File: src/rtl/core/imexp_pkg.sv
// Shared beat types and field widths for the iterated modular exponentiation core.
`default_nettype none
package imexp_pkg;

  localparam int FIELD_W  = 32;
  localparam int HEIGHT_W = 7;

  typedef struct packed {
    logic [FIELD_W-1:0]  base_value;
    logic [HEIGHT_W-1:0] tower_height;
    logic [FIELD_W-1:0]  modulus;
  } in_item_t;

  typedef struct packed {
    logic [FIELD_W-1:0] residue;
    logic               bad_modulus;
  } result_t;

endpackage
`default_nettype wire

File: src/rtl/core/imexp_modmul.sv
// Bit-serial interleaved modular multiplier: p = (x * y) mod m, one bit of x per cycle.
`default_nettype none
module imexp_modmul #(
  parameter int W = 32
) (
  input  wire logic         clk,
  input  wire logic         rst,
  input  wire logic         go,
  input  wire logic [W-1:0] x,
  input  wire logic [W-1:0] y,
  input  wire logic [W-1:0] m,
  output logic              busy,
  output logic              done,
  output logic [W-1:0]      p
);

  localparam int CW = $clog2(W + 1);

  logic [W-1:0]  xs;
  logic [W-1:0]  ys;
  logic [W-1:0]  ms;
  logic [W-1:0]  r;
  logic [W-1:0]  r_next;
  logic [CW-1:0] cnt;
  logic [W-1:0]  yadd;
  logic [W+1:0]  t;
  logic [W+1:0]  m1;
  logic [W+1:0]  m2;

  always_comb begin
    yadd = xs[W-1] ? ys : '0;
    t    = {1'b0, r, 1'b0} + {2'b00, yadd};
    m1   = {2'b00, ms};
    m2   = {1'b0, ms, 1'b0};
    if (t >= m2) begin
      r_next = W'(t - m2);
    end else if (t >= m1) begin
      r_next = W'(t - m1);
    end else begin
      r_next = W'(t);
    end
  end

  always_ff @(posedge clk) begin
    if (rst) begin
      busy <= 1'b0;
      done <= 1'b0;
    end else begin
      done <= 1'b0;
      if (go) begin
        xs   <= x;
        ys   <= y;
        ms   <= m;
        r    <= '0;
        cnt  <= CW'(W);
        busy <= 1'b1;
      end else if (busy) begin
        r   <= r_next;
        xs  <= xs << 1;
        cnt <= cnt - 1'b1;
        if (cnt == CW'(1)) begin
          busy <= 1'b0;
          done <= 1'b1;
        end
      end
    end
  end

  assign p = r;

endmodule
`default_nettype wire

File: src/rtl/core/iterated_modular_exponentiation_core.sv
// Top level: iterated modular exponentiation with bit-serial modular multipliers.
// An item is taken when start is high and busy is low; its result shows on
// result for exactly one cycle with done high and cannot be held off. A zero
// modulus or a zero height gives its result in the cycle after the item is
// taken, with busy staying low. Otherwise the base is first reduced modulo the
// modulus, then each level steps through the exponent bits up to the highest set
// bit of the running value; the multiply and the square of one bit run in two
// serial multipliers side by side.
`default_nettype none
module iterated_modular_exponentiation_core #(
  parameter int MAX_HEIGHT    = 64,
  parameter int OPERAND_WIDTH = 32
) (
  input  wire logic               clk,
  input  wire logic               rst,
  input  wire logic               start,
  output logic                    busy,
  input  wire imexp_pkg::in_item_t operands,
  output logic                    done,
  output imexp_pkg::result_t      result
);

  localparam int W  = OPERAND_WIDTH;
  localparam int HW = $clog2(MAX_HEIGHT + 1);

  typedef enum logic [2:0] {
    ST_IDLE,
    ST_RED,
    ST_LVL,
    ST_BIT,
    ST_WAIT
  } state_t;

  state_t state;

  logic [W-1:0]  mod;
  logic [W-1:0]  bred;
  logic [W-1:0]  acc;
  logic [W-1:0]  sq;
  logic [W-1:0]  e;
  logic [HW-1:0] height_lim;
  logic [HW-1:0] level;
  logic [HW-1:0] level_next;
  logic [HW-1:0] hsat;
  logic [W-1:0]  in_base;
  logic [W-1:0]  in_mod;

  logic          a_go;
  logic [W-1:0]  a_x;
  logic [W-1:0]  a_y;
  logic          a_busy;
  logic          a_done;
  logic [W-1:0]  a_p;
  logic          b_go;
  logic [W-1:0]  b_x;
  logic          b_busy;
  logic          b_done;
  logic [W-1:0]  b_p;

  assign in_base    = operands.base_value[W-1:0];
  assign in_mod     = operands.modulus[W-1:0];
  assign level_next = level + 1'b1;
  assign busy       = (state != ST_IDLE);

  always_comb begin
    if (32'(operands.tower_height) > 32'(MAX_HEIGHT)) begin
      hsat = HW'(MAX_HEIGHT);
    end else begin
      hsat = HW'(operands.tower_height);
    end
  end

  imexp_modmul #(.W(W)) u_mul_acc (
    .clk  (clk),
    .rst  (rst),
    .go   (a_go),
    .x    (a_x),
    .y    (a_y),
    .m    (mod),
    .busy (a_busy),
    .done (a_done),
    .p    (a_p)
  );

  imexp_modmul #(.W(W)) u_mul_sq (
    .clk  (clk),
    .rst  (rst),
    .go   (b_go),
    .x    (b_x),
    .y    (b_x),
    .m    (mod),
    .busy (b_busy),
    .done (b_done),
    .p    (b_p)
  );

  always_ff @(posedge clk) begin
    if (rst) begin
      state <= ST_IDLE;
      done  <= 1'b0;
      a_go  <= 1'b0;
      b_go  <= 1'b0;
    end else begin
      done <= 1'b0;
      a_go <= 1'b0;
      b_go <= 1'b0;
      case (state)
        ST_IDLE: begin
          if (start) begin
            mod        <= in_mod;
            height_lim <= hsat;
            if (in_mod == '0) begin
              result.residue     <= '0;
              result.bad_modulus <= 1'b1;
              done               <= 1'b1;
            end else if (hsat == '0) begin
              result.residue     <= imexp_pkg::FIELD_W'(1);
              result.bad_modulus <= 1'b0;
              done               <= 1'b1;
            end else begin
              a_go  <= 1'b1;
              a_x   <= in_base;
              a_y   <= W'(1);
              state <= ST_RED;
            end
          end
        end
        ST_RED: begin
          if (a_done) begin
            bred  <= a_p;
            e     <= W'(1);
            level <= '0;
            state <= ST_LVL;
          end
        end
        ST_LVL: begin
          acc   <= W'(1);
          sq    <= bred;
          state <= ST_BIT;
        end
        ST_BIT: begin
          if (e == '0) begin
            if (level_next == height_lim) begin
              result.residue     <= imexp_pkg::FIELD_W'(acc);
              result.bad_modulus <= 1'b0;
              done               <= 1'b1;
              state              <= ST_IDLE;
            end else begin
              e     <= acc;
              level <= level_next;
              state <= ST_LVL;
            end
          end else begin
            a_go  <= e[0];
            a_x   <= acc;
            a_y   <= sq;
            b_go  <= 1'b1;
            b_x   <= sq;
            state <= ST_WAIT;
          end
        end
        ST_WAIT: begin
          if (b_done) begin
            if (e[0]) begin
              acc <= a_p;
            end
            sq    <= b_p;
            e     <= e >> 1;
            state <= ST_BIT;
          end
        end
        default: begin
          state <= ST_IDLE;
        end
      endcase
    end
  end

  a_wait_sq: assert property (@(posedge clk) disable iff (rst)
    (state == ST_WAIT) |-> (b_go || b_busy || b_done))
    else $error("square unit idle while a bit is in progress");

  a_acc_pair: assert property (@(posedge clk) disable iff (rst)
    a_busy |-> (b_busy || state == ST_RED))
    else $error("multiply unit running without the square unit");

  a_reduced: assert property (@(posedge clk) disable iff (rst)
    (a_done || b_done) |-> ((!a_done || (a_p < mod)) && (!b_done || (b_p < mod))))
    else $error("multiplier result not reduced");

  a_mod_nonzero: assert property (@(posedge clk) disable iff (rst)
    (state != ST_IDLE) |-> (mod != '0))
    else $error("working on a zero modulus");

  a_bad_zero: assert property (@(posedge clk) disable iff (rst)
    (done && result.bad_modulus) |-> (result.residue == '0))
    else $error("zero modulus beat with nonzero residue");

endmodule
`default_nettype wire
File: config.mk
export PLATFORM = sky130hd
export DESIGN_NAME = iterated_modular_exponentiation_core
export DESIGN_NICKNAME = d
export VERILOG_FILES = /design/src/rtl/core/imexp_pkg.sv /design/src/rtl/core/imexp_modmul.sv /design/src/rtl/core/iterated_modular_exponentiation_core.sv
export SDC_FILE = /design/constraint.sdc
export NUM_CORES = 1
export LEC_CHECK = 0
export BUFFER_PORTS_ARGS = -buffer_cell sky130_fd_sc_hd__buf_4
export CAP_MARGIN = 20
export CORE_UTILIZATION = 56
export CTS_CLUSTER_DIAMETER = 100
export DETAILED_ROUTE_END_ITERATION = 6
export GPL_ROUTABILITY_DRIVEN = 0
export GPL_TIMING_DRIVEN = 0
export PLACE_DENSITY = 0.74
export REMOVE_ABC_BUFFERS = 1
export SLEW_MARGIN = 25
export SYNTH_ARGS = -nofsm -noshare
export SYNTH_HDL_FRONTEND = slang
export SYNTH_SLANG_ARGS = --single-unit
File: constraint.sdc
create_clock -name clk -period 16.27 [get_ports clk]
set_input_delay 0.8135 -clock clk [delete_from_list [all_inputs] [get_ports clk]]
set_output_delay 0.8135 -clock clk [all_outputs]
set_load 0.005 [all_outputs]
# After elaboration in Yosys (flattened, before gate mapping)
# Cells that the tools add are included.
dict set report word_totals {
  regBits 581
  word_cells 168
}
dict set report classes {
  n_addsub 9
  magnitude_cmp 5
  n_eq_ne 18
  mux 73
  bitwise 5
  n_reduce_logical 28
}
# cell count
set op_table {}
lappend op_table {{32-bit 2-to-1 mux} 27}
lappend op_table {{32-bit case mux with 2 select lines} 4}
lappend op_table {{33-bit 2-to-1 mux} 5}
lappend op_table {{32-bit subtractor} 4}
lappend op_table {{32-bit case mux with 3 select lines} 1}
lappend op_table {{33-bit by 32-bit adder with 34-bit output} 2}
lappend op_table {{34-bit by 32-bit >= comparator with 1-bit output} 2}
lappend op_table {{34-bit by 33-bit >= comparator with 1-bit output} 2}
lappend op_table {{33-bit case mux with 2 select lines} 1}
lappend op_table {{32-bit logical NOT} 2}
lappend op_table {{7-bit 2-to-1 mux} 4}
lappend op_table {{1-bit 2-to-1 mux} 18}
lappend op_table {{3-bit 2-to-1 mux} 6}
lappend op_table {{6-bit AND reduction} 3}
lappend op_table {{2-bit != test, second input constant} 8}
lappend op_table {{3-bit case mux with 5 select lines} 1}
lappend op_table {{7-bit case mux with 2 select lines} 1}
lappend op_table {{6-bit by 1-bit equality test with 1-bit output, second input constant} 2}
lappend op_table {{6-bit 2-to-1 mux} 2}
lappend op_table {{3-bit AND reduction} 4}
lappend op_table {{6-bit by 1-bit subtractor with 6-bit output, second input constant} 2}
lappend op_table {{5-bit AND reduction} 2}
lappend op_table {{2-bit nonzero test} 5}
lappend op_table {{2-bit AND reduction} 4}
lappend op_table {{17 further kinds} 26}

# Logic depth before layout (Yosys ltp)
dict set report logic_depth {
  ltp_word 7
  depth_mapped 27
  ltp_nobuf 24
}

# Hierarchy
# Synthesis repeated with hierarchy kept, for this count alone.
dict set report hier_totals {
  cells_unflattened 2687
  area_unflattened_um2 32177.1
}
# module n_inst cells_per_inst area_per_inst_um2 seq_area_each_um2
set modules_own_cells {}
lappend modules_own_cells {iterated_modular_exponentiation_core 1 653 11548.6 9218.8}
lappend modules_own_cells {{imexp_modmul (u_mul_acc)} 1 1026 10369.9 4063.9}
lappend modules_own_cells {{imexp_modmul (u_mul_sq)} 1 1008 10258.6 4063.9}

# Worst setup path after synthesis
# No wires, ideal clock.
dict set report synth_timing {
  kind {register to register}
  from {register u_mul_acc.xs[31]}
  to {register u_mul_acc.r[24] (netlist: u_mul_acc.p[24]) (data pin)}
  setup_ps 259
  t_arrival_ps 5377
  slack_ps 10635
  path_stages_with_launch 23
  period_less_slack_ps 5635
  path_cell_list {edfxtp_1 clkbuf_1 and2_1 ha_1 a21o_1 or4_1 o22a_1 a211o_1 a31o_4 a21oi_2 xnor2_1 ha_1 clkbuf_1 a21o_1 a221o_1 o31ai_1 o21ai_1 a221o_1 o21a_1 a211oi_4 buf_2 nor2_1 a211o_1}
}
dict set report synth_via {
  elab_chain_cells 6
}
# element line_no
set synth_rtl {}
lappend synth_rtl {{start: declaration} imexp_modmul.sv:19} ;# logic [W-1:0] xs;
lappend synth_rtl {{start signal: assignment} imexp_modmul.sv:59} ;# xs <= xs << 1;
lappend synth_rtl {{32-bit 2-to-1 mux (*)} imexp_modmul.sv:31} ;# yadd = xs[W-1] ? ys : '0;
lappend synth_rtl {{33-bit by 32-bit adder with 34-bit output (*)} imexp_modmul.sv:32} ;# t = {1'b0, r, 1'b0} + {2'b00, yadd};
lappend synth_rtl {{32-bit subtractor / 34-bit by 32-bit >= comparator with 1-bit output (equally long branches)} {imexp_modmul.sv:38, imexp_modmul.sv:37}}
lappend synth_rtl {{32-bit 2-to-1 mux} imexp_modmul.sv:37} ;# end else if (t >= m1) begin
lappend synth_rtl {{32-bit 2-to-1 mux (*)} imexp_modmul.sv:35} ;# if (t >= m2) begin
lappend synth_rtl {{32-bit 2-to-1 mux (*)} imexp_modmul.sv:57} ;# end else if (busy) begin
lappend synth_rtl {{end signal: assignment} imexp_modmul.sv:58} ;# r <= r_next;
lappend synth_rtl {{end: declaration} imexp_modmul.sv:22} ;# logic [W-1:0] r;
# Mark *: on every way between the ends. The rest lies on a longest branch, timed or not. The select of a mux whose other input is x is not followed.
# A chain may end at the register's enable or synchronous reset.

# Worst setup path after layout
dict set report layout_timing {
  from {register u_mul_acc.xs[31]}
  to {register u_mul_acc.r[28] (netlist: u_mul_acc.p[28]) (data pin)}
}
# Same word-level chain as after synthesis.

==> impl_metrics.toml <==
[status]
outcome = "finished, violations left"
violations = "design-rule violations"

[sta]
relSlewSlack_pct = 26.3
finClkSkew_ps = 36.4
setup_violations = 0
drv_slew = 0
fin_crit_sh_pct = 49.3
period_needed_ps = 8020
fin_ws_ps = 8250
finalSetupTns_ps = 0
rsz0062_at_grt = "false"
tightest_slew_ps = 1100
hold_viol = 0
fmax_mhz = 125

[cells_and_area]
multi_input_area_um2 = 14600
n_fill_cell = 4337
regArea_um2 = 17400
layout_common_cells = "edfxtp_1 (571), nand2_1 (246), ha_1 (195)"
layout_commonest_cell = "edfxtp_1"
fin_util_pct = 63.9
syn_to_final_growth_pct = 12.6
final_nets = 3314
drive_gt1_share_pct = 11.7

[routing]
wl_um = 86400
drt-initial-drc-count = 2973
avgRoutedWirePerCell_um = 22.4
postRouteAntennaNets = 0
viasPerCell = 6.33
drc = 1
dr.pass1.iters = 7
num_vias = 24400

[run]
maxCapViolCount = 0

[yosys]
synth_ff_type = "edfxtp_1"
synth.avg_cell_area_um2 = 11.2
ys_types = 83
ys_warn_count = 0
yosysSeqAreaShare_pct = 52.9
async_flop_share_pct = 0
syn_area_um2 = 32800
ys_seq_elements = 581
syn-instance-count = 2932
synth_edf_count = 571

[critical_path]
crit_type = "flop to flop"
crit_required_ps = 16620
worst_ep_arrival_time_ps = 8370
worstPathMaxFanout = 23
start_kind = "flop"
end_kind = "flop"

[clock_tree]
cts_setup_buffers = 0
cts_inserted_buffers = 59
cts_buffer_depth = 3
holdBufCountCts = 0
cts_tree = "done"
cts_sinks = 581
cts_resized = 0
cts.clk_slew.worst_paths_ps = 60
root_buffer = "clkbuf_16"
h-tree-depth = 2
clk_latency_ps = 650

[floorplan]
start_util_pct = 56.8
num_io_pins = 109
core_um2 = 57800
die_w_um = 244
dieHeight_um = 244
die_area_um2 = 59600
placementRows = 88

[global_routing]
grt_pass1_wl_um = 134000
antenna_found_initial = 2
grt_max_degree = 77
grt_util_all_layers_pct = 29.0
first_global_vias = 23700
grt_overflow = 0

[pwr]
cellPowerDensity_nw_per_um2 = 174
p_leak_uw = 0.0150
fin_total_pwr_uw = 6420
ir_drop_mv = 0.122

[placement]
dp_slack_ps = 8310
hpwl_um = 65900
port_buffers = 108

[worst_hold_path]
hp-class = "input pin to flop"
## power breakdown
| group | switching, uW | internal, uW |
|---|---|---|
| sequential | 167 | 1950 |
| combinational | 1760 | 1200 |
| clock | 582 | 759 |
| total | 2510 | 3910 |
## logic make-up (layout without fill, tap and decap cells)
family | after synthesis | after routing | share of synthesized area [%]
other cells | 0 | 2 | 0
flops | 581 | 581 | 52.9
xor+xnor | 166 | 166 | 4.43
compound gates | 751 | 751 | 15.4
mux | 90 | 90 | 3.01
buf+inv | 240 | 394 | 2.89
fa+ha+maj | 201 | 201 | 7.80
simple gates | 903 | 903 | 13.6
## critical path: stages, from the launching register on
cell and delay, ps:
edfxtp_1 630, buf_8 240, and2_1 250, ha_1 310, a21oi_1 360, a21oi_1 160
or4_1 420, o21ai_0 350, o21ai_0 310, a211oi_1 410, o211ai_1 190, xnor2_1 500
ha_1 360, and3_1 240, nand2_1 90, nor2_1 200, nand3_1 360, nor4_1 970
a211oi_1 250, o221ai_4 310, buf_16 250, nand2_1 210, o22ai_1 240, nor3_1 80
## metrics by stage
stage | hold slack [ps] | instances | instance area (um^2)
2_1_floorplan | 400 | 2824 | 32400
3_3_place_gp | 402 | 3697 | 34100
3_5_place_dp | 405 | 3741 | 35000
4_1_cts | 354 | 3849 | 36900
5_1_grt | 350 | 3851 | 36900
6_report | 382 | 3853 | 36900
## cell type report
cell class / count / area share, %
sequential: 581 / 47.0
multi-input combinational: 2111 / 39.7
clock buffer: 76 / 4.30
timing repair buffer: 154 / 4.19
tap: 765 / 2.59
inverter: 132 / 1.34
clock inverter: 32 / 0.925
antenna: 2 / 0.0135
## synthesized netlist by cell type (all sizes together) (6+ instances only)
master	n	area [um^2]
inv	132	495
a221o	9	90.1
nor2	195	732
o21bai	16	120
fa	6	120
o2111ai	10	87.6
or2	12	75.1
a2111oi	6	71.3
nand3	44	220
or3	15	93.8
nand2	248	931
nand4	28	175
nor3	52	260
xnor2	102	893
o21a	32	240
and3	128	801
dfxtp	10	200
nand2b	23	144
o21ai	113	566
edfxtp	571	17100
a21boi	18	135
a211o	7	61.3
xor2	64	561
a311oi	6	52.6
nor2b	28	175
o22ai	7	43.8
o211ai	33	248
clkbuf	81	304
nor4	27	169
a21o	155	1160
a31oi	22	138
o31ai	14	105
ha	195	2440
a21oi	191	960
and2	79	494
mux2i	24	240
buf	27	150
mux2	66	747
a211oi	62	488
a41oi	6	52.6
## registers in the layout (all words and copies together), names as in the netlist, 3 cells and up
signal / cells
result: 33
a_x: 32
a_y: 32
acc: 32
b_x: 32
bred: 32
e: 32
mod: 32
sq: 32
u_mul_acc.ms: 32
u_mul_acc.p: 32
u_mul_acc.xs: 32
u_mul_acc.ys: 32
u_mul_sq.ms: 32
u_mul_sq.p: 32
u_mul_sq.xs: 32
u_mul_sq.ys: 32
height_lim: 7
level: 7
u_mul_acc.cnt: 6
u_mul_sq.cnt: 6
state: 3
## routing by layer
metal / track usage [%] / up-vias / wire [um]
met2: 47.7 / 1217 / 40500
met4: 9.89 / 0 / 3060
met5: 0 / - / 0
li1: - / 11200 / -
met1: 38.9 / 11800 / 35100
met3: 4.75 / 189 / 7670
## path summary, 6_finish.rpt
path                                       start          endpoint  slack [ps]  cells past startpoint
worst max register to register  u_mul_acc.xs[31]   u_mul_acc.p[28]        8250                     23
worst min register to register           a_y[14]  u_mul_acc.ys[14]         410                      0
worst max-delay path            u_mul_acc.xs[31]   u_mul_acc.p[28]        8250                     23
worst min-delay path                operands[31]           mod[31]         380                      1
Power figures use the tool's default switching activity.
